**src/hdl/bcmh_pkg.sv**
```systemverilog
// bcmh_pkg: shared types and constants of the brightness/contrast mapper
// with histogram; beat structs, command codes, register indexes, divider widths.
// no dependencies
`timescale 1ns / 1ps
`default_nettype none

package bcmh_pkg;

    // payload widths
    localparam int CMD_W      = 2;
    localparam int PIX_W      = 8;
    localparam int IDX_W      = 5;
    localparam int FIELD_W    = 20;
    localparam int SET_W      = 8;
    localparam int GAIN_W     = 24;
    localparam int OFFS_W     = 34;

    // defaults of the top level parameters
    localparam int HIST_BINS_DEF   = 32;
    localparam int COUNT_WIDTH_DEF = 20;

    // commands
    localparam logic [CMD_W-1:0] CMD_MAP   = 2'd0;
    localparam logic [CMD_W-1:0] CMD_READ  = 2'd1;
    localparam logic [CMD_W-1:0] CMD_CLEAR = 2'd2;

    // configuration register indexes
    localparam int WR_IDX_W = 1;
    localparam logic [WR_IDX_W-1:0] REG_BRIGHTNESS = 1'd0;
    localparam logic [WR_IDX_W-1:0] REG_CONTRAST   = 1'd1;

    // reset values of the settings and of the derived line
    localparam logic [SET_W-1:0]  SET_RESET  = 8'd100;
    localparam logic [GAIN_W-1:0] GAIN_RESET = 24'd65793;

    // coefficient divider
    localparam int DIV_NUM_W = 40;
    localparam int DIV_DEN_W = 16;
    localparam int DIV_CNT_W = 6;

    typedef struct packed {
        logic [CMD_W-1:0] cmd;
        logic [PIX_W-1:0] pixel_in;
        logic [IDX_W-1:0] bin_index;
    } req_t;

    typedef struct packed {
        logic [PIX_W-1:0]   pixel_out;
        logic [FIELD_W-1:0] bin_count;
        logic [FIELD_W-1:0] peak_count;
        logic               count_saturated;
    } rsp_t;

    // gain q8.16 and offset signed q17.16 as used by the mapper
    typedef struct packed {
        logic        [GAIN_W-1:0] gain;
        logic signed [OFFS_W-1:0] offset;
    } line_t;

    // mapped beat handed from the mapper to the histogram
    typedef struct packed {
        logic [CMD_W-1:0] cmd;
        logic [PIX_W-1:0] level;
        logic [IDX_W-1:0] bin_index;
    } map_beat_t;

endpackage

`default_nettype wire

```
**src/hdl/bcmh_div.sv**
```systemverilog
// bcmh_div: unsigned restoring divider, one quotient bit per cycle
// depends on bcmh_pkg
`timescale 1ns / 1ps
`default_nettype none

module bcmh_div (
    input  wire logic                           clk,
    input  wire logic                           rst_n,
    input  wire logic                           start,
    input  wire logic [bcmh_pkg::DIV_NUM_W-1:0] num,
    input  wire logic [bcmh_pkg::DIV_DEN_W-1:0] dvs,
    output logic      [bcmh_pkg::DIV_NUM_W-1:0] quot,
    output logic                                rem_nz,
    output logic                                done
);
    import bcmh_pkg::*;

    logic                 busy_reg;
    logic                 done_reg;
    logic [DIV_CNT_W-1:0] cnt_reg;
    logic [DIV_NUM_W-1:0] num_reg;
    logic [DIV_NUM_W-1:0] num_next;
    logic [DIV_DEN_W-1:0] rem_reg;
    logic [DIV_DEN_W-1:0] rem_next;
    logic [DIV_DEN_W-1:0] dvs_reg;
    logic [DIV_DEN_W:0]   partial;
    logic                 ge;

    always_comb
    begin
        partial  = {rem_reg, num_reg[DIV_NUM_W-1]};
        ge       = partial >= {1'b0, dvs_reg};
        rem_next = ge ? DIV_DEN_W'(partial - {1'b0, dvs_reg}) : partial[DIV_DEN_W-1:0];
        // quotient bits shift in where the dividend bits leave
        num_next = {num_reg[DIV_NUM_W-2:0], ge};
    end

    always_ff @(posedge clk or negedge rst_n)
    begin
        if (!rst_n)
        begin
            busy_reg <= 1'b0;
            done_reg <= 1'b0;
            cnt_reg  <= '0;
        end
        else if (start)
        begin
            busy_reg <= 1'b1;
            done_reg <= 1'b0;
            cnt_reg  <= '0;
        end
        else if (busy_reg)
        begin
            cnt_reg <= cnt_reg + DIV_CNT_W'(1);
            if (cnt_reg == DIV_CNT_W'(DIV_NUM_W - 1))
            begin
                busy_reg <= 1'b0;
                done_reg <= 1'b1;
            end
        end
        else
        begin
            done_reg <= 1'b0;
        end
    end

    always_ff @(posedge clk)
    begin
        if (start)
        begin
            num_reg <= num;
            rem_reg <= '0;
            dvs_reg <= dvs;
        end
        else if (busy_reg)
        begin
            num_reg <= num_next;
            rem_reg <= rem_next;
        end
    end

    assign quot   = num_reg;
    assign rem_nz = rem_reg != '0;
    assign done   = done_reg;

endmodule

`default_nettype wire

```
**src/hdl/bcmh_coef.sv**
```systemverilog
// bcmh_coef: setting registers and the sequencer that derives gain and offset
// depends on bcmh_pkg and bcmh_div
`timescale 1ns / 1ps
`default_nettype none

module bcmh_coef (
    input  wire logic                          clk,
    input  wire logic                          rst_n,
    input  wire logic                          wr_en,
    input  wire logic [bcmh_pkg::WR_IDX_W-1:0] wr_index,
    input  wire logic [bcmh_pkg::SET_W-1:0]    wr_data,
    output bcmh_pkg::line_t                    line,
    output logic                               busy
);
    import bcmh_pkg::*;

    localparam logic [SET_W-1:0] SET_MAX      = 8'd200;
    localparam logic [14:0]      DEN_COMPRESS = 15'd25500;
    localparam logic [14:0]      GNUM_STRETCH = 15'd25500;

    typedef enum logic [2:0] {
        S_IDLE,
        S_PREP,
        S_GAIN,
        S_GAIN_WAIT,
        S_OFFS,
        S_OFFS_WAIT
    } state_t;

    state_t                    state_reg;
    logic [SET_W-1:0]          brightness_reg;
    logic [SET_W-1:0]          contrast_reg;
    logic [GAIN_W-1:0]         gain_reg;
    logic signed [OFFS_W-1:0]  offset_reg;
    logic signed [OFFS_W-1:0]  offset_next;

    logic [14:0]               den_reg;
    logic [14:0]               gnum_reg;
    logic signed [25:0]        tnum_reg;
    logic                      neg_reg;

    logic [SET_W-1:0]          bset;
    logic [SET_W-1:0]          cset;
    logic signed [17:0]        br_x;
    logic signed [17:0]        c_x;
    logic signed [17:0]        den_x;
    logic signed [17:0]        numa_x;
    logic signed [17:0]        lin_x;
    logic signed [25:0]        t_str;
    logic signed [25:0]        t_cmp;
    logic                      stretch;
    logic signed [41:0]        off_num;
    logic [DIV_NUM_W-1:0]      off_mag;
    logic [OFFS_W-1:0]         q34;

    logic                      div_start;
    logic [DIV_NUM_W-1:0]      div_num;
    logic [DIV_DEN_W-1:0]      div_dvs;
    logic [DIV_NUM_W-1:0]      div_quot;
    logic                      div_rem_nz;
    logic                      div_done;

    always_comb
    begin
        bset    = (brightness_reg > SET_MAX) ? SET_MAX : brightness_reg;
        cset    = (contrast_reg > SET_MAX) ? SET_MAX : contrast_reg;
        br_x    = $signed({10'd0, bset}) - 18'sd100;
        c_x     = $signed({10'd0, cset}) - 18'sd100;
        stretch = c_x > 18'sd0;
        den_x   = 18'sd25500 - 18'sd254 * c_x;
        numa_x  = 18'sd25600 + 18'sd256 * c_x;
        lin_x   = 18'sd100 * br_x - 18'sd127 * c_x;
        t_str   = 26'(lin_x) * 26'sd255;
        t_cmp   = 26'(numa_x) * 26'(br_x) - 26'sd32640 * 26'(c_x);

        // rounding half up: floor((2n + d) / 2d) with n already scaled by 2^16
        off_num = (42'(tnum_reg) <<< 17) + $signed({27'd0, den_reg});
        off_mag = off_num[41] ? DIV_NUM_W'(-off_num) : off_num[DIV_NUM_W-1:0];

        div_start = (state_reg == S_GAIN) || (state_reg == S_OFFS);
        div_num   = (state_reg == S_GAIN)
                  ? ({8'd0, gnum_reg, 17'd0} + {25'd0, den_reg})
                  : off_mag;
        div_dvs   = {den_reg, 1'b0};

        // floor of a negative quotient rounds away from zero
        q34         = div_quot[OFFS_W-1:0];
        offset_next = neg_reg ? $signed(OFFS_W'(q34 + OFFS_W'(div_rem_nz)) ^ {OFFS_W{1'b1}})
                                + OFFS_W'(1)
                              : $signed(q34);
    end

    always_ff @(posedge clk or negedge rst_n)
    begin
        if (!rst_n)
        begin
            state_reg      <= S_IDLE;
            brightness_reg <= SET_RESET;
            contrast_reg   <= SET_RESET;
            gain_reg       <= GAIN_RESET;
            offset_reg     <= '0;
        end
        else
        begin
            if (wr_en)
            begin
                // a later write simply restarts the derivation
                unique case (wr_index)
                    REG_BRIGHTNESS: brightness_reg <= wr_data;
                    REG_CONTRAST:   contrast_reg   <= wr_data;
                    default:        contrast_reg   <= contrast_reg;
                endcase
                state_reg <= S_PREP;
            end
            else
            begin
                unique case (state_reg)
                    S_IDLE:      state_reg <= S_IDLE;
                    S_PREP:      state_reg <= S_GAIN;
                    S_GAIN:      state_reg <= S_GAIN_WAIT;
                    S_GAIN_WAIT:
                    begin
                        if (div_done)
                        begin
                            gain_reg  <= div_quot[GAIN_W-1:0];
                            state_reg <= S_OFFS;
                        end
                    end
                    S_OFFS:      state_reg <= S_OFFS_WAIT;
                    S_OFFS_WAIT:
                    begin
                        if (div_done)
                        begin
                            offset_reg <= offset_next;
                            state_reg  <= S_IDLE;
                        end
                    end
                    default:     state_reg <= S_IDLE;
                endcase
            end
        end
    end

    always_ff @(posedge clk)
    begin
        if (state_reg == S_PREP)
        begin
            den_reg  <= stretch ? den_x[14:0] : DEN_COMPRESS;
            gnum_reg <= stretch ? GNUM_STRETCH : numa_x[14:0];
            tnum_reg <= stretch ? t_str : t_cmp;
        end
        if (state_reg == S_OFFS)
        begin
            neg_reg <= off_num[41];
        end
    end

    bcmh_div u_div (
        .clk    (clk),
        .rst_n  (rst_n),
        .start  (div_start),
        .num    (div_num),
        .dvs    (div_dvs),
        .quot   (div_quot),
        .rem_nz (div_rem_nz),
        .done   (div_done)
    );

    assign line.gain   = gain_reg;
    assign line.offset = offset_reg;
    assign busy        = state_reg != S_IDLE;

endmodule

`default_nettype wire

```
**src/hdl/bcmh_map.sv**
```systemverilog
// bcmh_map: input register and the gain/offset mapping with rounding and clamp
// depends on bcmh_pkg
`timescale 1ns / 1ps
`default_nettype none

module bcmh_map (
    input  wire logic                 clk,
    input  wire logic                 rst_n,
    input  wire logic                 in_take,
    input  wire bcmh_pkg::req_t       req,
    input  wire bcmh_pkg::line_t      line,
    input  wire logic                 s2_take,
    output logic                      ready,
    output logic                      s2_valid,
    output bcmh_pkg::map_beat_t       s2_beat
);
    import bcmh_pkg::*;

    logic               s1_valid_reg;
    req_t               s1_reg;
    logic               s2_valid_reg;
    map_beat_t          s2_reg;
    map_beat_t          s2_next;
    logic               s1_move;
    logic [31:0]        prod;
    logic signed [35:0] acc;

    assign s1_move = s1_valid_reg && (!s2_valid_reg || s2_take);
    assign ready   = !s1_valid_reg || s1_move;

    always_comb
    begin
        prod = line.gain * s1_reg.pixel_in;
        acc  = $signed({4'd0, prod}) + 36'(line.offset) + 36'sd32768;
        s2_next.cmd       = s1_reg.cmd;
        s2_next.bin_index = s1_reg.bin_index;
        if (acc[35])
        begin
            s2_next.level = '0;
        end
        else if (|acc[34:24])
        begin
            s2_next.level = '1;
        end
        else
        begin
            s2_next.level = acc[23:16];
        end
    end

    always_ff @(posedge clk or negedge rst_n)
    begin
        if (!rst_n)
        begin
            s1_valid_reg <= 1'b0;
            s2_valid_reg <= 1'b0;
        end
        else
        begin
            if (in_take)
            begin
                s1_valid_reg <= 1'b1;
            end
            else if (s1_move)
            begin
                s1_valid_reg <= 1'b0;
            end

            if (s1_move)
            begin
                s2_valid_reg <= 1'b1;
            end
            else if (s2_take)
            begin
                s2_valid_reg <= 1'b0;
            end
        end
    end

    always_ff @(posedge clk)
    begin
        if (in_take)
        begin
            s1_reg <= req;
        end
        if (s1_move)
        begin
            s2_reg <= s2_next;
        end
    end

    assign s2_valid = s2_valid_reg;
    assign s2_beat  = s2_reg;

endmodule

`default_nettype wire

```
**src/hdl/bcmh_hist.sv**
```systemverilog
// bcmh_hist: histogram memory with per-bin valid bits, count update, peak and
// saturation tracking, and the result register; depends on bcmh_pkg
`timescale 1ns / 1ps
`default_nettype none

module bcmh_hist #(
    parameter int HIST_BINS   = bcmh_pkg::HIST_BINS_DEF,
    parameter int COUNT_WIDTH = bcmh_pkg::COUNT_WIDTH_DEF
) (
    input  wire logic                 clk,
    input  wire logic                 rst_n,
    input  wire logic                 s2_valid,
    input  wire bcmh_pkg::map_beat_t  s2_beat,
    output logic                      s2_take,
    output logic                      rsp_valid,
    input  wire logic                 rsp_stall,
    output bcmh_pkg::rsp_t            rsp
);
    import bcmh_pkg::*;

    localparam int BIN_W = $clog2(HIST_BINS);
    localparam logic [COUNT_WIDTH-1:0] CNT_MAX = '1;

    logic [COUNT_WIDTH-1:0] mem [HIST_BINS];
    logic [HIST_BINS-1:0]   vld_reg;

    // read stage
    logic [16:0]            bin_prod;
    logic [8:0]             bin_w;
    logic                   s2_rng;
    logic [BIN_W-1:0]       s2_addr;

    // update stage
    logic                   s3_valid_reg;
    logic [CMD_W-1:0]       s3_cmd_reg;
    logic [PIX_W-1:0]       s3_level_reg;
    logic [BIN_W-1:0]       s3_addr_reg;
    logic                   s3_rng_reg;
    logic [COUNT_WIDTH-1:0] mem_q_reg;
    logic                   vld_q_reg;
    logic                   fwd_sel_reg;
    logic [COUNT_WIDTH-1:0] fwd_val_reg;

    logic [COUNT_WIDTH-1:0] cnt;
    logic [COUNT_WIDTH-1:0] new_cnt;
    logic [COUNT_WIDTH-1:0] peak_reg;
    logic [COUNT_WIDTH-1:0] peak_next;
    logic                   sat_reg;
    logic                   sat_next;
    logic                   write_now;
    logic                   clear_now;

    logic                   rsp_valid_reg;
    rsp_t                   rsp_reg;
    rsp_t                   rsp_next;
    logic                   out_move;

    assign out_move = s3_valid_reg && (!rsp_valid_reg || !rsp_stall);
    assign s2_take  = s2_valid && (!s3_valid_reg || out_move);

    always_comb
    begin
        bin_prod = 17'(s2_beat.level) * 17'(HIST_BINS);
        bin_w    = bin_prod[16:8];
        s2_rng   = 32'(s2_beat.bin_index) < 32'(HIST_BINS);
        if (s2_beat.cmd == CMD_MAP)
        begin
            s2_addr = bin_w[BIN_W-1:0];
        end
        else if (s2_rng)
        begin
            s2_addr = BIN_W'(s2_beat.bin_index);
        end
        else
        begin
            s2_addr = '0;
        end
    end

    always_comb
    begin
        cnt       = fwd_sel_reg ? fwd_val_reg : (vld_q_reg ? mem_q_reg : '0);
        new_cnt   = (cnt == CNT_MAX) ? cnt : cnt + COUNT_WIDTH'(1);
        write_now = out_move && (s3_cmd_reg == CMD_MAP);
        clear_now = out_move && (s3_cmd_reg == CMD_CLEAR);
        peak_next = peak_reg;
        sat_next  = sat_reg;
        rsp_next.pixel_out = '0;
        rsp_next.bin_count = '0;
        unique case (s3_cmd_reg)
            CMD_MAP:
            begin
                rsp_next.pixel_out = s3_level_reg;
                if (new_cnt > peak_reg)
                begin
                    peak_next = new_cnt;
                end
                if (new_cnt == CNT_MAX)
                begin
                    sat_next = 1'b1;
                end
            end
            CMD_READ:
            begin
                if (s3_rng_reg)
                begin
                    rsp_next.bin_count = FIELD_W'(cnt);
                end
            end
            CMD_CLEAR:
            begin
                peak_next = '0;
                sat_next  = 1'b0;
            end
            default:
            begin
                sat_next = sat_reg;
            end
        endcase
        rsp_next.peak_count      = FIELD_W'(peak_next);
        rsp_next.count_saturated = sat_next;
    end

    always_ff @(posedge clk or negedge rst_n)
    begin
        if (!rst_n)
        begin
            s3_valid_reg  <= 1'b0;
            rsp_valid_reg <= 1'b0;
            vld_reg       <= '0;
            peak_reg      <= '0;
            sat_reg       <= 1'b0;
        end
        else
        begin
            if (s2_take)
            begin
                s3_valid_reg <= 1'b1;
            end
            else if (out_move)
            begin
                s3_valid_reg <= 1'b0;
            end

            if (out_move)
            begin
                rsp_valid_reg <= 1'b1;
                peak_reg      <= peak_next;
                sat_reg       <= sat_next;
            end
            else if (!rsp_stall)
            begin
                rsp_valid_reg <= 1'b0;
            end

            if (clear_now)
            begin
                vld_reg <= '0;
            end
            else if (write_now)
            begin
                vld_reg[s3_addr_reg] <= 1'b1;
            end
        end
    end

    always_ff @(posedge clk)
    begin
        if (write_now)
        begin
            mem[s3_addr_reg] <= new_cnt;
        end
        if (s2_take)
        begin
            mem_q_reg    <= mem[s2_addr];
            vld_q_reg    <= vld_reg[s2_addr];
            s3_cmd_reg   <= s2_beat.cmd;
            s3_level_reg <= s2_beat.level;
            s3_addr_reg  <= s2_addr;
            s3_rng_reg   <= s2_rng;
            // bypass the update or clear committed at this same edge
            fwd_sel_reg  <= clear_now || (write_now && (s3_addr_reg == s2_addr));
            fwd_val_reg  <= clear_now ? '0 : new_cnt;
        end
        if (out_move)
        begin
            rsp_reg <= rsp_next;
        end
    end

    assign rsp_valid = rsp_valid_reg;
    assign rsp       = rsp_reg;

endmodule

`default_nettype wire

```
**src/hdl/brightness_contrast_map_hist_top.sv**
```systemverilog
// brightness_contrast_map_hist_top: pixel mapper with histogram, top level
// depends on bcmh_pkg, bcmh_coef, bcmh_map, bcmh_hist
//
//  channel   direction  handshake              payload
//  req       in         req_valid / req_stall  cmd, pixel_in, bin_index
//  rsp       out        rsp_valid / rsp_stall  pixel_out, bin_count, peak_count,
//                                              count_saturated
//  config    in         wr_en                  wr_index, wr_data
//
// one beat per cycle unless req_stall or rsp_stall holds the flow; a result passes the input,
// map and bin read stage registers before it lands in the output register
// a setting write recomputes gain and offset on a 40-step shared divider;
// req_stall stays high from the write cycle until the new offset is stored
// reset restores both settings to 100 and empties the histogram at once
// rsp_stall holds the output register; the stages behind it keep filling
`timescale 1ns / 1ps
`default_nettype none

module brightness_contrast_map_hist_top #(
    parameter int HIST_BINS   = bcmh_pkg::HIST_BINS_DEF,
    parameter int COUNT_WIDTH = bcmh_pkg::COUNT_WIDTH_DEF
) (
    input  wire logic                          clk,
    input  wire logic                          rst_n,
    input  wire logic                          req_valid,
    output logic                               req_stall,
    input  wire bcmh_pkg::req_t                req,
    output logic                               rsp_valid,
    input  wire logic                          rsp_stall,
    output bcmh_pkg::rsp_t                     rsp,
    input  wire logic                          wr_en,
    input  wire logic [bcmh_pkg::WR_IDX_W-1:0] wr_index,
    input  wire logic [bcmh_pkg::SET_W-1:0]    wr_data
);
    import bcmh_pkg::*;

    line_t     line;
    logic      coef_busy;
    logic      map_ready;
    logic      req_take;
    logic      s2_valid;
    logic      s2_take;
    map_beat_t s2_beat;

    assign req_stall = !map_ready || coef_busy || wr_en;
    assign req_take  = req_valid && !req_stall;

    bcmh_coef u_coef (
        .clk      (clk),
        .rst_n    (rst_n),
        .wr_en    (wr_en),
        .wr_index (wr_index),
        .wr_data  (wr_data),
        .line     (line),
        .busy     (coef_busy)
    );

    bcmh_map u_map (
        .clk      (clk),
        .rst_n    (rst_n),
        .in_take  (req_take),
        .req      (req),
        .line     (line),
        .s2_take  (s2_take),
        .ready    (map_ready),
        .s2_valid (s2_valid),
        .s2_beat  (s2_beat)
    );

    bcmh_hist #(
        .HIST_BINS   (HIST_BINS),
        .COUNT_WIDTH (COUNT_WIDTH)
    ) u_hist (
        .clk       (clk),
        .rst_n     (rst_n),
        .s2_valid  (s2_valid),
        .s2_beat   (s2_beat),
        .s2_take   (s2_take),
        .rsp_valid (rsp_valid),
        .rsp_stall (rsp_stall),
        .rsp       (rsp)
    );

endmodule

`default_nettype wire
```
**config.mk**
```make
export PLATFORM = sky130hd
export DESIGN_NAME = brightness_contrast_map_hist_top
export DESIGN_NICKNAME = d
export VERILOG_FILES = /design/src/hdl/bcmh_pkg.sv /design/src/hdl/bcmh_div.sv /design/src/hdl/bcmh_coef.sv /design/src/hdl/bcmh_map.sv /design/src/hdl/bcmh_hist.sv /design/src/hdl/brightness_contrast_map_hist_top.sv
export SDC_FILE = /design/constraint.sdc
export NUM_CORES = 2
export LEC_CHECK = 0
export BUFFER_PORTS_ARGS = -buffer_cell sky130_fd_sc_hd__buf_2
export CORE_MARGIN = 2
export CORE_UTILIZATION = 49
export DETAILED_ROUTE_END_ITERATION = 6
export GPL_TIMING_DRIVEN = 0
export HOLD_SLACK_MARGIN = 0.05
export SLEW_MARGIN = 0
export SYNTH_ARGS = -nofsm -noshare
export SYNTH_HDL_FRONTEND = slang
export SYNTH_HIERARCHICAL = 1
export SYNTH_SLANG_ARGS = --single-unit
```
**constraint.sdc**
```tcl
create_clock -name clk -period 14.4 [get_ports clk]
set_input_delay 0 -clock clk [delete_from_list [all_inputs] [get_ports clk]]
set_output_delay 0 -clock clk [all_outputs]
set_load 0.02 [all_outputs]
```
; ---- Yosys cells after proc, flatten, opt, wreduce, memory -nomap -nowiden
; Memories as Yosys holds them, arrays and structs flattened. A register that Yosys moved wholly into a read port is not among the register bits.
; Index checks and enable logic that the tools add are counted.
[word_totals]
output_inout_bits = 51
elab_cells = 173
ramBits = 640
memories = 1
regBits = 385
input_bits = 29
[op_classes]
n_mul = 7
eq_ne = 15
reduce_logical = 38
muxes = 46
bitwise = 4
magnitude_cmp = 8
n_addsub = 16
[memory_table]
columns = name, words, width, rd, rd_ports_with_merged_regs, write_ports, line_no
row1 = u_hist.mem, 32, 20, 1, 1, 1, bcmh_hist.sv:24  ; logic [COUNT_WIDTH-1:0] mem [HIST_BINS];
[op_table]
columns = op, n
row1 = two-way mux 40 bit, 4
row2 = two-way mux 20 bit, 4
row3 = two-way mux 32 bit, 2
row4 = adder 42 x 16 -> 42 bit, 1
row5 = equality test 20 bit (second input constant), 2
row6 = negator 40 bit, 1
row7 = one-hot mux 20 bit (2 select lines), 1
row8 = adder 36 x 17 -> 36 bit (second input constant), 1
row9 = adder 33 x 34 -> 35 bit, 1
row10 = adder 34 x 1 -> 34 bit, 1
row11 = adder 34 x 2 -> 34 bit (second input constant), 1
row12 = two-way mux 34 bit, 1
row13 = inverter 34 bit, 1
row14 = adder 32 x 15 -> 33 bit, 1
row15 = multiplier 24 x 8 -> 32 bit, 1
row16 = bitwise OR 32 bit, 1
row17 = multiplier 18 x 9 -> 25 bit, 1
row18 = multiplier 18 x 9 -> 25 bit (second input constant), 1
row19 = two-way mux 25 bit, 1
row20 = subtractor 25 bit, 1
row21 = two-way mux 8 bit, 3
row22 = adder 20 x 1 -> 20 bit (second input constant), 1
row23 = greater-than comparator 20 bit, 1
row24 = two-way mux 1 bit, 19
row25 = 44 further kinds, 82

; ---- Depth between registers and ports, before layout
[depth]
depth_word = 14
mapped_depth = 49

; ---- Cells and area by module
; The synthesis kept the hierarchy.
[modules_own_cells]
columns = mod, n_inst, area_per_inst_um2, cells_per_inst, seq_area_each_um2
row1 = bcmh_hist, 1, 33259.4, 2708, 23777.8
row2 = bcmh_coef, 1, 21092.7, 2329, 3349.5
row3 = bcmh_map, 1, 8645.8, 939, 950.9
row4 = bcmh_div, 1, 4287.9, 377, 2202.1
row5 = brightness_contrast_map_hist_top, 1, 21.3, 2, 0.0

; ---- Least setup slack after synthesis
; OpenSTA, ideal clock, no wires.
[synth_timing]
path_type = register to register
startpoint = register u_coef.contrast_reg[0]
endpoint = register u_coef.tnum_reg[24], data pin
path_buffers = 1
setup_slack_ns = 2.605
path_stages_with_launch = 44
period_less_slack_ns = 11.795
arrival_time_ns = 11.526
setup_ns = 0.269
cell_sequence = dfrtp_1 o31a_1 o311ai_0 nor2b_1 clkbuf_1 ha_1 a21oi_1 xnor2_1 inv_1 fa_1 fa_1 inv_1 fa_1 fa_1 inv_1 fa_1 inv_1 ha_1 [8 not listed] inv_1 fa_1 inv_1 fa_1 fa_1 inv_1 fa_1 inv_1 ha_1 or2_2 a21oi_1 a31oi_1 a21oi_1 o21ai_0 nand2_1 mux2_2 o21ai_0 o21ai_0
[synth_via]
elab_chain_cells = 7
word_cells_on_any_way = 12
cone_classes = add/sub (4) / mul (4) / order compare (2) / mux (2)
[synth_rtl]
columns = item, line_no
row1 = start: declaration, bcmh_coef.sv:32  ; logic [SET_W-1:0] contrast_reg;
row2 = start signal: assignment, bcmh_coef.sv:110  ; REG_CONTRAST: contrast_reg <= wr_data;
row3 = start signal: assignment, bcmh_coef.sv:111  ; default: contrast_reg <= contrast_reg;
row4 = greater-than comparator 8 bit, bcmh_coef.sv:66  ; cset = (contrast_reg > SET_MAX) ? SET_MAX : contrast_reg;
row5 = two-way mux 8 bit *, bcmh_coef.sv:66
row6 = subtractor 8 x 7 -> 9 bit *, bcmh_coef.sv:68  ; c_x = $signed({10'd0, cset}) - 18'sd100;
row7 = multiplier 8 x 9 -> 17 bit or adder 16 x 17 -> 18 bit (tied branches), "bcmh_coef.sv:72, bcmh_coef.sv:71"
row8 = subtractor 18 bit or multiplier 18 x 9 -> 25 bit (tied branches), "bcmh_coef.sv:72, bcmh_coef.sv:74"
row9 = multiplier 18 x 9 -> 25 bit or subtractor 25 bit (tied branches), "bcmh_coef.sv:73, bcmh_coef.sv:74"
row10 = two-way mux 25 bit *, bcmh_coef.sv:150  ; tnum_reg <= stretch ? t_str : t_cmp;
row11 = end signal: assignment, bcmh_coef.sv:150
row12 = end: declaration, bcmh_coef.sv:39  ; logic signed [25:0] tnum_reg;
; Every way passes the cells marked *; elsewhere a longest branch is shown, timed or not.
; A chain may end at the register's enable or synchronous reset.

; ---- Worst setup path after layout
[layout_timing]
startpoint = register u_coef.contrast_reg[4]
endpoint = register u_coef.tnum_reg[24], data pin
; Same word-level chain as after synthesis.

==> impl_metrics.env <==
export IMPL_drcViolationCount=2
export IMPL_dp_hpwl_mm=139
export IMPL_final_nets=7475
export IMPL_ant_nets=0
export IMPL_route_met3_wl_mm=13.4
export IMPL_violations="design-rule violations, max-capacitance violations, max-slew violations"
export IMPL_crit_family="adder cells"
export IMPL_synth_xor_area_share_pct=3.42
export IMPL_dpl_cell_area_um2=70800
export IMPL_synth_compound_area_share_pct=8.91
export IMPL_final_common_cell="nand2_1"
export IMPL_synthAdderAreaFrac_pct=19.2
export IMPL_hp_class="in -> reg"
export IMPL_post_cts_buffers=0
export IMPL_met2WireLength_mm=83.1
export IMPL_cp_end_kind="flop"
export IMPL_synth_top_family_by_area="adder cells"
export IMPL_htree_num_levels=3
export IMPL_slowest_stage="clkdlybuf4s15_1"
export IMPL_ys_types=111
export IMPL_yosysWarnings=6
export IMPL_post_route_cells_drive_above_1_share_pct=7.97
export IMPL_avgViaCountPerCell=5.71
export IMPL_slowest_delay_ns=0.70
export IMPL_ys_seq_elements=1037
export IMPL_path_class="reg -> reg"
export IMPL_clk_latency_ns=0.76
export IMPL_grt_usage_pct=26.5
export IMPL_path_max_fanout=10
export IMPL_syn_area_um2=67300
export IMPL_arrival_ns=14.10
export IMPL_final_cell_mix="nand2_1, edfxtp_1, inv_1, nand3_1, fa_1"
export IMPL_fin_crit_ns=13.80
export IMPL_wire_per_inst_um=21.8
export IMPL_routabilityCongestion=0.900
export IMPL_cts_made_buffers=111
export IMPL_ys_seq_area_share_pct=45.0
export IMPL_dieArea_um2=140000
export IMPL_crit_buf_inv=10
export IMPL_hold_violations=0
export IMPL_startpoint_type="flop"
export IMPL_max_freq_mhz=72.5
export IMPL_first_iter_violations=4633
export IMPL_drv_cap=4
export IMPL_ios=80
export IMPL_path_clk_slew_ns=0.06
export IMPL_row_count=135
export IMPL_period_share_pct=95.8
export IMPL_root_buffer="clkbuf_16"
export IMPL_slew_viol_final=2
export IMPL_largest_register_ffs=640
export IMPL_crit_path_frequent_cell="fa_1"
export IMPL_worst_slew_pin_slew_ns=1.54
export IMPL_die_w_um=375
export IMPL_grt_overflow=0
export IMPL_synth_top_flop_cell="edfxtp_1"
export IMPL_core_um2=136000
export IMPL_io_buffers=79
export IMPL_cts_sinks=1037
export IMPL_tritoncts="done"
export IMPL_antenna_found_initial=4
export IMPL_drtPass1Iterations=7
export IMPL_syn_inst=6355
export IMPL_critPathRequiredTime_ns=14.70
export IMPL_status="complete, but fails checks"
export IMPL_drt_met1_wl_mm=84.7
export IMPL_vias=48700
export IMPL_worst_clock_skew_ns=0.0959
export IMPL_ys_async_sr_fraction_pct=13.7
export IMPL_stdcell_area_um2=75300
export IMPL_utilization_pct=55.4
export IMPL_synth_edff_count=879
export IMPL_syn2layout_area_growth_pct=11.9
export IMPL_grt_pass1_vias=47400
export IMPL_rsz0062_at_grt="false"
export IMPL_yosys_area_share_simple_pct=16.1
export IMPL_finalSetupViolCount=0
export IMPL_dr_max_layer_used="met4"
export IMPL_synthMuxAreaShare_pct=1.76
export IMPL_grt_pass1_wl_mm=287
export IMPL_maxSlewHeadroom_pct=-3.13
export IMPL_die_h_um=375
export IMPL_totalWireLength_mm=186
export IMPL_initial_utilization_pct=49.5
export IMPL_grt_max_degree=109
export IMPL_cts_buffer_depth=3
export IMPL_avgSynthCellArea_um2=10.6
-- per-stage QoR --
| stage | setup TNS (ns) | hold WS (ns) | worst slack [ns] | std cells |
|---|---|---|---|---|
| after global placement | -0.622 | 0.177 | -0.338 | 8217 |
| after CTS | 0 | 0.0529 | 0.0507 | 8528 |
| after global routing | 0 | 0.112 | 0.0171 | 8532 |
| final | 0 | 0.131 | 0.603 | 8534 |
| after floorplan | 0 | -0.296 | 2.60 | 6357 |
| after detailed placement | -0.805 | -0.0923 | -0.379 | 8261 |
-- worst paths after layout --
check | depth (start not counted) | slack [ns] | end | from
worst max-delay path | 42 | 0.60 | u_coef/tnum_reg[24] | u_coef/contrast_reg[4]
worst min-delay path | 4 | 0.13 | u_hist/s3_valid_reg | rsp_stall
worst max register to register | 42 | 0.60 | u_coef/tnum_reg[24] | u_coef/contrast_reg[4]
worst min register to register | 0 | 0.39 | u_coef/neg_reg | u_coef/tnum_reg[24]
max in group asynchronous | 4 | 13.28 | u_hist/vld_reg[14] | rst_n
min in group asynchronous | 4 | 0.44 | u_coef/gain_reg[15] | rst_n
-- Yosys cell counts (10+ instances only) --
master / count / area [um2]
nand2_1: 967 / 3630
edfxtp_1: 879 / 26400
inv_1: 698 / 2620
nand3_1: 418 / 2090
fa_1: 401 / 8030
ha_1: 392 / 4900
nor2_1: 339 / 1270
clkbuf_1: 237 / 890
a21oi_1: 194 / 971
and2_1: 186 / 1160
xnor2_1: 147 / 1290
o21ai_0: 137 / 686
dfrtp_1: 133 / 3330
a311oi_1: 117 / 1020
xor2_1: 116 / 1020
mux2_2: 88 / 991
a21o_1: 69 / 518
and3_1: 63 / 394
nor3_1: 58 / 290
nand2b_1: 52 / 325
a31oi_1: 42 / 263
nand4_1: 41 / 257
o2bb2ai_1: 39 / 342
nor2b_1: 31 / 194
o211ai_1: 29 / 218
o21a_1: 29 / 218
or3_1: 27 / 169
o31ai_1: 24 / 180
o21ai_1: 22 / 110
o21bai_1: 19 / 143
a211oi_1: 18 / 135
buf_2: 18 / 90.1
mux2i_1: 17 / 170
nand3b_1: 17 / 128
dfxtp_1: 16 / 320
nand4b_1: 15 / 131
nor4_1: 14 / 87.6
o41ai_1: 14 / 123
or2_2: 14 / 87.6
buf_1: 12 / 45.0
nor3b_1: 11 / 82.6
a22oi_1: 10 / 75.1
o2111ai_1: 10 / 87.6
-- worst register-to-register path, delay by kind of cell (launching register included) --
| family | cells | cell delay (ns) |
|---|---|---|
| fa+ha+maj | 12 | 5.99 |
| simple gates | 4 | 0.70 |
| xor+xnor | 2 | 0.95 |
| mux | 1 | 0.33 |
| buf+inv | 10 | 1.90 |
| flops | 1 | 0.38 |
| compound gates | 13 | 3.13 |
-- cell type report --
type / count / area (um2)
fill: 11800 / 60700
multi-input combinational: 4337 / 33400
sequential: 1037 / 30300
clock buffer: 143 / 3030
inverter: 706 / 2650
tap: 1781 / 2230
timing repair buffer: 184 / 1840
buffer: 276 / 1110
clock inverter: 68 / 736
antenna: 2 / 5.00
-- cell families after synthesis --
logic type                 count (synthesis)
AOI/OAI and AO/OA                        865
xor gates and xnor gates                 263
adders and majority gates                793
buffers and inverters                    983
DFF                                     1037
muxes                                    107
other                                      1
and+or+nand+nor                         2306
-- routing by layer --
layer	vias up	GRT usage [%]
met5	-	0
met4	0	7.22
met3	237	3.44
met2	1735	40.9
met1	24200	39.5
li1	22600	-
-- what timing repair did --
item | CTS | global route
hold endpoints to repair | 203 | 0
endpoints found under the setup margin | 4 | 5
resized for setup | 1 | 6
hold buffers | 56 | 0
Power is not shown: default switching activity piles up to over one toggle a cycle in this logic, so the estimate is an artifact.
